## config.mk

```make
export PLATFORM = sky130hd
export DESIGN_NAME = small_associative_key_table_unit
export DESIGN_NICKNAME = d
export VERILOG_FILES = /design/src/sv/sakt_pkg.sv /design/src/sv/sakt_ctrl.sv /design/src/sv/sakt_dp.sv /design/src/sv/small_associative_key_table_unit.sv
export SDC_FILE = /design/constraint.sdc
export NUM_CORES = 1
export LEC_CHECK = 0
export CAP_MARGIN = 0
export CORE_UTILIZATION = 45
export DETAILED_ROUTE_END_ITERATION = 16
export DONT_BUFFER_PORTS = 1
export GPL_ROUTABILITY_DRIVEN = 0
export GPL_TIMING_DRIVEN = 0
export MAX_ROUTING_LAYER = met4
export SLEW_MARGIN = 25
export SYNTH_ARGS = -nofsm -noshare
export SYNTH_HDL_FRONTEND = slang
export SYNTH_HIERARCHICAL = 1
export SYNTH_SLANG_ARGS = --single-unit
```

## constraint.sdc

```tcl
create_clock -name clk -period 5.2 [get_ports clk]
set_input_delay 0.26 -clock clk [delete_from_list [all_inputs] [get_ports clk]]
set_output_delay 0.26 -clock clk [all_outputs]
set_load 0.01 [all_outputs]
```

## src/sv/sakt_pkg.sv

```systemverilog
// Shared types and codes for the small associative key table.
// No dependencies; imported by the controller, the datapath and the top level.
package sakt_pkg;

    localparam int KEY_W = 16;
    localparam int VAL_W = 16;

    typedef enum logic [1:0] {
        MODE_ADD      = 2'd0,
        MODE_REMOVE   = 2'd1,
        MODE_CONTAINS = 2'd2,
        MODE_GET      = 2'd3
    } mode_t;

    typedef enum logic [1:0] {
        ST_OK        = 2'd0,
        ST_PRESENT   = 2'd1,
        ST_FULL      = 2'd2,
        ST_NOT_FOUND = 2'd3
    } status_t;

    // Controller to datapath.
    typedef struct packed {
        logic capture;   // latch the incoming operation
        logic lookup;    // compare all slots, register hit and free vectors
        logic execute;   // update the table and load the output register
    } dp_cmd_t;

    // Datapath to controller.
    typedef struct packed {
        logic out_busy;  // output register holds a result that is not taken this cycle
    } dp_status_t;

endpackage

```

## src/sv/sakt_ctrl.sv

```systemverilog
// Sequencer for the associative key table: capture, lookup, execute.
// Depends on sakt_pkg for the command and status structs.
module sakt_ctrl
    import sakt_pkg::*;
(
    input  logic       clk,
    input  logic       rst_n,
    input  logic       s_tvalid,
    output logic       s_tready,
    output dp_cmd_t    cmd,
    input  dp_status_t dp_status
);

    typedef enum logic [1:0] {
        S_IDLE,
        S_LOOKUP,
        S_EXEC
    } state_t;

    state_t state_reg;
    logic   ready_reg;

    always_ff @(posedge clk or negedge rst_n)
    begin
        if (!rst_n)
        begin
            state_reg <= S_IDLE;
            ready_reg <= 1'b1;
        end
        else
        begin
            case (state_reg)
                S_IDLE:
                begin
                    if (s_tvalid && ready_reg)
                    begin
                        state_reg <= S_LOOKUP;
                        ready_reg <= 1'b0;
                    end
                end
                S_LOOKUP:
                begin
                    state_reg <= S_EXEC;
                end
                S_EXEC:
                begin
                    // hold until the output register can take the result
                    if (!dp_status.out_busy)
                    begin
                        state_reg <= S_IDLE;
                        ready_reg <= 1'b1;
                    end
                end
                default:
                begin
                    state_reg <= S_IDLE;
                    ready_reg <= 1'b1;
                end
            endcase
        end
    end

    assign s_tready    = ready_reg;
    assign cmd.capture = s_tvalid && ready_reg;
    assign cmd.lookup  = (state_reg == S_LOOKUP);
    assign cmd.execute = (state_reg == S_EXEC) && !dp_status.out_busy;

endmodule

```

## src/sv/sakt_dp.sv

```systemverilog
// Datapath of the associative key table: slot storage, parallel compare,
// priority encoders and the output register. Depends on sakt_pkg.
module sakt_dp
    import sakt_pkg::*;
#(
    parameter int SLOTS = 8
)
(
    input  logic               clk,
    input  logic               rst_n,
    input  dp_cmd_t            cmd,
    output dp_status_t         dp_status,
    input  mode_t              mode,
    input  logic [KEY_W-1:0]   key,
    input  logic [VAL_W-1:0]   value_in,
    output logic               m_tvalid,
    input  logic               m_tready,
    output status_t            status,
    output logic               found,
    output logic [VAL_W-1:0]   value_out
);

    localparam int IDX_W = (SLOTS > 1) ? $clog2(SLOTS) : 1;

    logic [SLOTS-1:0] used_reg;
    logic [KEY_W-1:0] slot_key_reg   [SLOTS];
    logic [VAL_W-1:0] slot_value_reg [SLOTS];

    mode_t            mode_reg;
    logic [KEY_W-1:0] key_reg;
    logic [VAL_W-1:0] value_in_reg;

    logic [SLOTS-1:0] match_reg;
    logic [SLOTS-1:0] free_reg;

    logic             m_tvalid_reg;
    status_t          status_reg;
    logic             found_reg;
    logic [VAL_W-1:0] value_out_reg;

    logic             hit_any;
    logic             free_any;
    logic [IDX_W-1:0] hit_idx;
    logic [IDX_W-1:0] free_idx;

    // lowest set bit of each vector
    always_comb
    begin
        hit_idx  = '0;
        free_idx = '0;
        for (int i = SLOTS - 1; i >= 0; i--)
        begin
            if (match_reg[i])
            begin
                hit_idx = IDX_W'(i);
            end
            if (free_reg[i])
            begin
                free_idx = IDX_W'(i);
            end
        end
    end

    assign hit_any  = |match_reg;
    assign free_any = |free_reg;

    always_ff @(posedge clk)
    begin
        if (cmd.capture)
        begin
            mode_reg     <= mode;
            key_reg      <= key;
            value_in_reg <= value_in;
        end
        if (cmd.lookup)
        begin
            for (int i = 0; i < SLOTS; i++)
            begin
                match_reg[i] <= used_reg[i] && (slot_key_reg[i] == key_reg);
            end
            free_reg <= ~used_reg;
        end
        if (cmd.execute && (mode_reg == MODE_ADD) && !hit_any && free_any)
        begin
            slot_key_reg[free_idx]   <= key_reg;
            slot_value_reg[free_idx] <= value_in_reg;
        end
        if (cmd.execute)
        begin
            found_reg     <= hit_any;
            value_out_reg <= '0;
            case (mode_reg)
                MODE_ADD:
                begin
                    if (hit_any)
                    begin
                        status_reg <= ST_PRESENT;
                    end
                    else if (free_any)
                    begin
                        status_reg <= ST_OK;
                    end
                    else
                    begin
                        status_reg <= ST_FULL;
                    end
                end
                MODE_GET:
                begin
                    status_reg <= hit_any ? ST_OK : ST_NOT_FOUND;
                    if (hit_any)
                    begin
                        value_out_reg <= slot_value_reg[hit_idx];
                    end
                end
                default:
                begin
                    status_reg <= hit_any ? ST_OK : ST_NOT_FOUND;
                end
            endcase
        end
    end

    always_ff @(posedge clk or negedge rst_n)
    begin
        if (!rst_n)
        begin
            used_reg     <= '0;
            m_tvalid_reg <= 1'b0;
        end
        else
        begin
            if (cmd.execute)
            begin
                if ((mode_reg == MODE_ADD) && !hit_any && free_any)
                begin
                    used_reg[free_idx] <= 1'b1;
                end
                else if ((mode_reg == MODE_REMOVE) && hit_any)
                begin
                    used_reg[hit_idx] <= 1'b0;
                end
            end
            if (cmd.execute)
            begin
                m_tvalid_reg <= 1'b1;
            end
            else if (m_tready)
            begin
                m_tvalid_reg <= 1'b0;
            end
        end
    end

    assign dp_status.out_busy = m_tvalid_reg && !m_tready;
    assign m_tvalid  = m_tvalid_reg;
    assign status    = status_reg;
    assign found     = found_reg;
    assign value_out = value_out_reg;

endmodule

```

## src/sv/small_associative_key_table_unit.sv

```systemverilog
// Top level of the small associative key table: stream ports around the
// sakt_ctrl sequencer and the sakt_dp datapath. Depends on sakt_pkg.
//
// Usage:
//   Operations enter on the slave stream. s_tuser carries the operation
//   (add, remove, contains, get); s_tdata carries the key and the value to
//   store on add. Every operation returns exactly one result on the master
//   stream: a status code, a found flag and, for a successful get, the
//   stored value.
//   Timing: an operation is taken in the capture step, all slots are
//   compared in the lookup step, and the table update and result load
//   happen in the execute step. The sakt_ctrl sequencer keeps s_tready low
//   from capture until the execute step is done, so a new operation is
//   not taken before the last one has loaded its result.
//   Stall: the finished result waits in the output register while the next
//   operation is taken and compared; the execute step holds until that
//   register is free, so results are never dropped or reordered.
//   Reset: all slots are marked free at once; no clearing pass is needed,
//   and s_tready is high from the first cycle after reset.
module small_associative_key_table_unit
    import sakt_pkg::*;
#(
    parameter int SLOTS = 8
)
(
    input  logic        clk,
    input  logic        rst_n,
    input  logic        s_tvalid,
    output logic        s_tready,
    input  logic [31:0] s_tdata,   // [15:0] key, [31:16] value_in
    input  logic [1:0]  s_tuser,   // [1:0] mode
    output logic        m_tvalid,
    input  logic        m_tready,
    output logic [23:0] m_tdata    // [1:0] status, [2] found, [18:3] value_out, [23:19] zero
);

    dp_cmd_t          cmd;
    dp_status_t       dp_status;
    status_t          status;
    logic             found;
    logic [VAL_W-1:0] value_out;

    // Sequencer: owns s_tready and steps each operation through
    // capture, lookup and execute.
    sakt_ctrl u_ctrl (
        .clk       (clk),
        .rst_n     (rst_n),
        .s_tvalid  (s_tvalid),
        .s_tready  (s_tready),
        .cmd       (cmd),
        .dp_status (dp_status)
    );

    // Slot storage, compare and output register.
    sakt_dp #(
        .SLOTS (SLOTS)
    ) u_dp (
        .clk       (clk),
        .rst_n     (rst_n),
        .cmd       (cmd),
        .dp_status (dp_status),
        .mode      (mode_t'(s_tuser)),
        .key       (s_tdata[15:0]),
        .value_in  (s_tdata[31:16]),
        .m_tvalid  (m_tvalid),
        .m_tready  (m_tready),
        .status    (status),
        .found     (found),
        .value_out (value_out)
    );

    // Pack the result fields, lowest field first, padded to whole bytes.
    assign m_tdata = {5'd0, value_out, found, status};

endmodule
```

Word-level counts from Yosys, hierarchy flattened
Memory sizes are Yosys's and may differ from the RTL's. A register that Yosys moved wholly into a read port is not among the register bits.
Cells that the tools add are included.
{ "totals": {"n_memories": 2, "ramBits": 256, "ff_bits": 65} }
{ "memory_table": {"columns": ["name", "depth", "word_bits", "read_ports", "rd_ports_with_merged_regs", "wr", "line", "text"], "rows": [
  ["u_dp.slot_key_reg", 8, 16, 8, 0, 1, "sakt_dp.sv:26", "logic [KEY_W-1:0] slot_key_reg [SLOTS];"],
  ["u_dp.slot_value_reg", 8, 16, 1, 1, 1, "sakt_dp.sv:27", "logic [VAL_W-1:0] slot_value_reg [SLOTS];"]
]} }
{ "classes": {"mux": 36, "order_cmp": 4, "eq_ne": 14, "n_reduce_logical": 33, "n_bitwise": 5} }
{ "ops": {"columns": ["op", "n"], "rows": [
  ["16-bit == test", 8],
  ["3-bit two-way mux", 16],
  ["1-bit logical AND", 19],
  ["8-bit two-way mux", 2],
  ["8-bit NOT", 2],
  ["8-bit OR reduction", 2],
  ["2-bit two-way mux", 6],
  ["8-bit bitwise AND", 1],
  ["3-bit by 4-bit less-than comparator with 1-bit output, second input constant", 2],
  ["1-bit two-way mux", 8],
  ["8-bit bitwise OR", 1],
  ["1-bit demux with 3-bit select", 2],
  ["3-bit by 1-bit >= comparator with 1-bit output, second input constant", 2],
  ["2-bit one-hot mux with 3 select lines", 1],
  ["2-bit AND reduction", 3],
  ["2-bit by 1-bit == test with 1-bit output, second input constant", 2],
  ["2-bit == test, second input constant", 2],
  ["1-bit logical NOT", 4],
  ["2-bit logical NOT", 2],
  ["2-bit != test, second input constant", 2],
  ["2-bit nonzero test", 2],
  ["1-bit one-hot mux with 3 select lines", 1],
  ["3-bit AND reduction", 1],
  ["1-bit NOT", 1]
]} }

Longest topological paths before layout
Gate-level depths: netlist of run 1.
{ "depth": {"word_depth": 16, "mapped_depth": 7, "mapped_depth_nobuf": 6} }

Modules after synthesis
The synthesis of run 1 kept the hierarchy.
{ "modules_own_cells": {"columns": ["module", "cells_per_inst", "instances", "area_per_inst_um2", "seq_area_each_um2"], "rows": [
  ["sakt_dp", 762, 1, 13007.5, 9984.6],
  ["sakt_ctrl", 13, 1, 150.1, 76.3],
  ["small_associative_key_table_unit", 7, 1, 48.8, 0.0]
]} }

Least setup slack after synthesis of run 1
Ideal clock, no wire load.
{ "synth_path": {"path_type": "register to register", "startpoint": "register u_dp.m_tvalid_reg, in the netlist u_dp/m_tvalid", "endpoint": "memory u_dp.slot_key_reg[6][0] (enable)", "t_arrival_ns": 3.923, "required_ns": 4.779, "setup_slack_ns": 0.856, "period_less_slack_ns": 4.344, "n_path_buf": 1, "setup_ns": 0.421, "path_stages_with_launch": 7, "path_cell_list": "dfrtp_1 nor2b_1 nor3_1 clkbuf_1 and3_1 nand2_1 nor2_1"} }
{ "synth_rtl": {"columns": ["item", "line", "text"], "rows": [
  ["start: declaration", "sakt_dp.sv:36", "logic m_tvalid_reg;"],
  ["start signal: assignment", "sakt_dp.sv:129", "m_tvalid_reg <= 1'b0;"],
  ["start signal: assignment", "sakt_dp.sv:146", "m_tvalid_reg <= 1'b1;"],
  ["start signal: assignment", "sakt_dp.sv:150", "m_tvalid_reg <= 1'b0;"],
  ["end: declaration", "sakt_dp.sv:26", null]
]} }

==> impl_metrics.env, run 1 <==
export IMPL_hold_class="in -> reg"
export IMPL_clkSinkCount=337
export IMPL_synthAdderAreaFrac=0.000947
export IMPL_p_sw_w=0.000998
export IMPL_slew_viol_final=0
export IMPL_fin_setup_tns_ns=0
export IMPL_worst_slew_pin_slew_ns=0.950
export IMPL_clockBufferDepth=3
export IMPL_grt_pass1_wl_um=44300
export IMPL_cts_root_buf="clkbuf_16"
export IMPL_h_tree_depth=2
export IMPL_layoutNonFillerInstCount=1280
export IMPL_critical_path_class="reg -> reg"
export IMPL_ant_nets=0
export IMPL_synthSimpleGateAreaFrac=0.0691
export IMPL_cts_tree="built"
export IMPL_grt_pass1_vias=7315
export IMPL_grtUsageTotal=0.204
export IMPL_slowest_stage="nor2_4"
export IMPL_rsz0062_at_grt="no"
export IMPL_hpwl_um=18800
export IMPL_avgSynthCellArea_um2=16.9
export IMPL_start_util=0.459
export IMPL_setup_violations_final=0
export IMPL_p_comb_frac=0.005
export IMPL_postSynthCellCount=782
export IMPL_clkPwrFrac=0.460
export IMPL_synth_xor_area_share=0.0849
export IMPL_fp_row_count=62
export IMPL_critPathTopFamily="simple AND/OR/NAND/NOR gates"
export IMPL_switching_share=0.182
export IMPL_grt_max_degree=25
export IMPL_port_buffers=0
export IMPL_cap_violations=0
export IMPL_seqPwrFrac=0.535
export IMPL_drive_gt1_frac=0.105
export IMPL_p_int_w=0.00449
export IMPL_yosys_area_top_type_share=0.739
export IMPL_p_leak_nw=5.21
export IMPL_finalCritPeriodShare=0.598
export IMPL_num_vias=7107
export IMPL_synth_edff_count=325
export IMPL_ys_ff_latch=337
export IMPL_synthMuxAreaShare=0.0121
export IMPL_cp_required_ns=5.42
export IMPL_chipHeight_um=173
export IMPL_ys_async_sr_fraction=0.0356
export IMPL_syn_area_um2=13200
export IMPL_worst_clock_skew_ns=0.0208
export IMPL_drc_errors=0
export IMPL_ios=64
export IMPL_synth_area_leaders="edfxtp_1 74%, xor2_1 8.5%, dfrtp_1 2.1%, nor4_1 1.3%, and4_1 1.3%"
export IMPL_synth_flop_cell="edfxtp_1"
export IMPL_cts_post_setup_buffers_inserted=0
export IMPL_critPathMaxStageDelay_ns=0.59
export IMPL_worstSkewPairLatency_ns=0.52
export IMPL_overflow=0
export IMPL_antenna_cells=0
export IMPL_power_w=0.00549
export IMPL_max_freq_ghz=0.322
export IMPL_die_w_um=173
export IMPL_yosysTopAreaCell="edfxtp_1"
export IMPL_yosys_warnings=6
export IMPL_path_cells="nor2b_1 -> nor3_2 -> clkbuf_1 -> and3_1 -> nand2_1 -> nor2_4 -> buf_16"
export IMPL_power_density_nw_per_um2=354
export IMPL_cts_made_buffers=36
export IMPL_cp_start_kind="flop"
export IMPL_cp_max_fo=17
export IMPL_synth_most_common_cell="edfxtp_1"
export IMPL_synth_commonest_cells="325 x edfxtp_1, 128 x xor2_1, 31 x clkbuf_1"
export IMPL_arrival_ns=3.33
export IMPL_dpl_cell_count=1181
export IMPL_period_needed_ns=3.11
export IMPL_synth_top_family_by_area="XOR/XNOR gates"
export IMPL_first_pass_iters=5
export IMPL_cts_clk_slew_worst_paths_ns=0.06
export IMPL_crit_buf_inv=2
export IMPL_core_area_um2=28800
export IMPL_layout_nets=909
export IMPL_maxSlewHeadroom=0.363
export IMPL_outcome="completed"
export IMPL_wl_per_cell_um=22.6
export IMPL_antenna_found_initial=0
export IMPL_synth_compound_area_share=0.0530
export IMPL_drt_wl_total_um=28900
export IMPL_crit_path_end_kind="flop"
export IMPL_finalHoldViolations=0
export IMPL_die_area_um2=30000
export IMPL_routed_via_density=5.55
export IMPL_drt_iter0_drc=775
export IMPL_ys_types=54
export IMPL_seq_area_frac_synth=0.762
export IMPL_syn_to_final_growth_pct=17.4
export IMPL_max_vdd_ir_drop_uv=204
timing repair:
item                                    CTS  global route
endpoints found under the setup margin    0             0
hold buffers                             35             0
hold endpoints to repair                 46             0
resized for setup                         0             0
routing by layer:
layer  GRT usage  vias to the layer above  part of all wire
met5           -                        -                 0
met3      0.0309                       62             0.067
met2       0.316                      271              0.48
met4      0.0627                        0             0.025
met1       0.279                     3567              0.43
li1            -                     3207                 -
path summary, 6_finish.rpt:
check                                       from                        end  slack (ns)  cells after the start
worst min register to register  u_dp/used_reg[1]           u_dp/used_reg[1]        0.50                      1
min in group asynchronous                  rst_n           u_dp/used_reg[4]        0.17                      1
worst max-delay path               u_dp/m_tvalid  u_dp/slot_value_reg[4][1]        2.09                      7
worst min-delay path                    s_tvalid            u_ctrl/s_tready        0.03                      2
max in group asynchronous                  rst_n           u_dp/used_reg[6]        4.64                      1
worst max register to register     u_dp/m_tvalid  u_dp/slot_value_reg[4][1]        2.09                      7
layout by cell type (no fill, tap or decap), types with 7 or more instances in the layout:
master         Yosys  layout
nor3_1            26      25
edfxtp_1         325     325
o211ai_1          10      10
nand4_1            9       9
a31oi_1           19      19
nor4_1            27      27
a21o_1            10      10
nor2_4             1       7
buf_4              7       9
clkbuf_16          0      38
xor2_1           128     128
nand3_1           14      14
and4_1            19      19
clkbuf_1          31      40
mux2i_1           16      16
dfrtp_1           11      11
o21ai_0           12      12
clkinv_1           0       7
dlygate4sd3_1      0      35
nor2_1            18      11
inv_1             13      13
area by class of cell:
cell class,count,area (um2)
plain buffers,42,188
clock buffers,47,985
clock inverters,17,188
fillers,2311,13300
inverters,13,48.8
multi-input cells,394,2980
flip-flops and latches,337,10100
well taps,384,480
repair buffers,46,568
through the flow:
stage	hold slack (ns)	utilization	area, um2	setup slack (ns)
detailed placement	-0.0352	0.486	14000	2.13
finish	0.0297	0.539	15500	2.09
floorplan	-0.0356	-	13200	0.856
global route	0.0178	0.539	15500	1.98
CTS	0.0157	0.538	15500	2.11
global placement	-0.0352	0.476	13700	-1.82
power groups by stage:
stage | Combinational (W) | Clock, W | Sequential (W)
after detailed placement | 0.00000474 | 0 | 0.00299
after global routing | 0.0000300 | 0.00268 | 0.00293
final | 0.0000273 | 0.00252 | 0.00294
after CTS | 0.0000272 | 0.00258 | 0.00293
after floorplan | 0.00000470 | 0 | 0.00299
after global placement | 0.00000471 | 0 | 0.00299
cell families (layout without fill, tap and decap cells):
family	after synthesis	count (layout)
muxes	16	16
xor gates and xnor gates	128	128
AOI/OAI and AO/OA	96	96
other	1	5
and+or+nand+nor	148	148
DFF	337	337
buffers and inverters	55	165
adders and majority gates	1	1
worst reg2reg max path, stage by stage, from the launching register on:
cell,delay [ns]
dfrtp_1,0.41
nor2b_1,0.19
nor3_2,0.48
clkbuf_1,0.40
and3_1,0.31
nand2_1,0.17
nor2_4,0.59
buf_16,0.25
(Power assumes the default switching activity.)
==> run 2: changes to the inputs <==
==> constraint.sdc (replaced) <==
create_clock -name clk -period 2.76 [get_ports clk]
set_input_delay 0.138 -clock clk [delete_from_list [all_inputs] [get_ports clk]]
set_output_delay 0.138 -clock clk [all_outputs]
set_load 0.01 [all_outputs]
==> impl_metrics.env, run 2 (same netlist as run 1, synthesis figures left out) <==
export IMPL_fin_setup_tns_ns=0
export IMPL_num_vias=7166
export IMPL_setup_violations_final=0
export IMPL_ios=64
export IMPL_worst_slack_ns=0.163
export IMPL_layout_commonest_cell="edfxtp_1"
export IMPL_overflow=0
export IMPL_hold_ws_ns=0.0727
export IMPL_max_freq_ghz=0.385
export IMPL_slowest_stage="nor2_4"
export IMPL_hpwl_um=18300
export IMPL_post_dp_cell_area_um2=14000
export IMPL_finalHoldViolations=0
export IMPL_grt_pass1_wl_um=44900
export IMPL_grt_pass1_vias=7380
export IMPL_grtUsageTotal=0.208
export IMPL_period_needed_ns=2.60
export IMPL_design_area_um2=15800
export IMPL_h_tree_depth=2
export IMPL_reg2regPathDepth=6
export IMPL_syn_to_final_growth_pct=19.3
export IMPL_critical_path_class="reg -> reg"
export IMPL_r2r_start="u_dp/match_reg[2]"
export IMPL_wl_per_cell_um=23.0
export IMPL_cts_tree="built"
export IMPL_cp_max_fo=19
export IMPL_outcome="completed"
export IMPL_ant_nets=0
export IMPL_layout_common_cells="325 x edfxtp_1, 128 x xor2_1, 38 x clkbuf_1, 37 x clkbuf_16, 36 x dlygate4sd3_1"
export IMPL_p_leak_nw=5.31
export IMPL_drive_gt1_frac=0.122
export IMPL_die_area_um2=30000
export IMPL_nFillCells=2246
export IMPL_core_area_um2=28800
export IMPL_first_pass_iters=5
export IMPL_worst_slew_pin_slew_ns=0.966
export IMPL_worst_clock_skew_ns=0.0243
export IMPL_drt_iter0_drc=681
export IMPL_hold_class="in -> async"
export IMPL_cts_root_buf="clkbuf_16"
export IMPL_regToRegSetupSlack_ns=0.16
export IMPL_port_buffers=0
export IMPL_cts_clk_slew_worst_paths_ns=0.06
export IMPL_clkSinkCount=337
export IMPL_power_density_nw_per_um2=683
export IMPL_slew_viol_final=0
export IMPL_die_w_um=173
export IMPL_critPathMaxStageDelay_ns=0.55
export IMPL_cp_start_kind="flop"
export IMPL_arrival_ns=2.80
export IMPL_drc_errors=0
export IMPL_max_vdd_ir_drop_uv=381
export IMPL_finalCritPeriodShare=0.941
export IMPL_path_cells="nor4_4 -> and3_1 -> clkbuf_1 -> nand3_1 -> nor2_4 -> buf_16"
export IMPL_start_util=0.459
export IMPL_cp_required_ns=2.97
export IMPL_layout_nets=917
export IMPL_pre_cts_ws_ns=-0.855
export IMPL_fp_row_count=62
export IMPL_startpoint="u_dp/match_reg[2]"
export IMPL_cap_violations=0
export IMPL_routed_via_density=5.57
export IMPL_rsz0062_at_grt="no"
export IMPL_r2r_end="u_dp/slot_key_reg[3][9]"
export IMPL_antenna_found_initial=0
export IMPL_chipHeight_um=173
export IMPL_layoutNonFillerInstCount=1286
export IMPL_crit_path_end_kind="flop"
export IMPL_worstSkewPairLatency_ns=0.52
export IMPL_grt_max_degree=33
export IMPL_maxSlewHeadroom=0.351
export IMPL_antenna_cells=0
export IMPL_dpl_cell_count=1178
export IMPL_clockBufferDepth=3
export IMPL_cts_made_buffers=37
export IMPL_drt_wl_total_um=29500
[run 2: worst max-delay path by stage]
stage | to | slack (ns) | cells past startpoint
CTS | u_dp/slot_value_reg[6][4] | 0.03 | 8
global placement | u_dp/slot_value_reg[6][10] | -0.92 | 6
detailed placement | u_dp/slot_value_reg[7][2] | -0.85 | 7
finish | u_dp/slot_key_reg[3][9] | 0.16 | 6
global route | u_dp/slot_key_reg[3][9] | 0.02 | 6
floorplan | u_dp/slot_key_reg[6][0] | 0.09 | 6
[run 2: repair_timing]
| action | CTS | global route |
|---|---|---|
| setup buffers | 7 | 1 |
| setup endpoints to repair | 264 | 35 |
| hold endpoints to repair | 47 | 0 |
| hold buffers | 36 | 0 |
| gates resized for setup | 3 | 5 |
| gates cloned | 1 | 0 |
| pin swaps | 5 | 2 |
[run 2: metal layers]
metal  GRT usage  routed length, um  vias to the layer above
met4      0.0642                828                        0
met5           -                  0                        -
met1       0.283              12800                     3620
met3      0.0357               2090                       62
met2       0.320              13800                      266
li1            -                  -                     3218
[run 2: area by class of cell]
class,instances,area (um2),share of cell area
Timing Repair Buffer,52,676,0.0429
Multi-Input combinational cell,395,3030,0.192
Buffer,42,189,0.0120
Tap cell,384,480,0.0305
Sequential cell,337,10100,0.639
Inverter,13,48.8,0.00310
Clock inverter,18,318,0.0202
Clock buffer,45,956,0.0607
[run 2: worst max-delay path: cells and delay by family, from the launching register on]
kind | cells | cell delay, ns
and+or+nand+nor | 4 | 1.33
buffers and inverters | 2 | 0.46
DFF | 1 | 0.51
[run 2: where the power goes]
part	leakage [nW]	internal, W	switching, W
logic	1.68	0.0000387	0.0000146
clock network	0.601	0.00323	0.00195
registers	3.03	0.00553	0.0000000000000000000685
[run 2: through the flow]
stage	power, W	utilization
2_1_floorplan	0.00565	-
4_1_cts	0.0108	0.546
6_report	0.0108	0.547
5_1_grt	0.0111	0.547
3_5_place_dp	0.00565	0.485
3_3_place_gp	0.00565	0.478
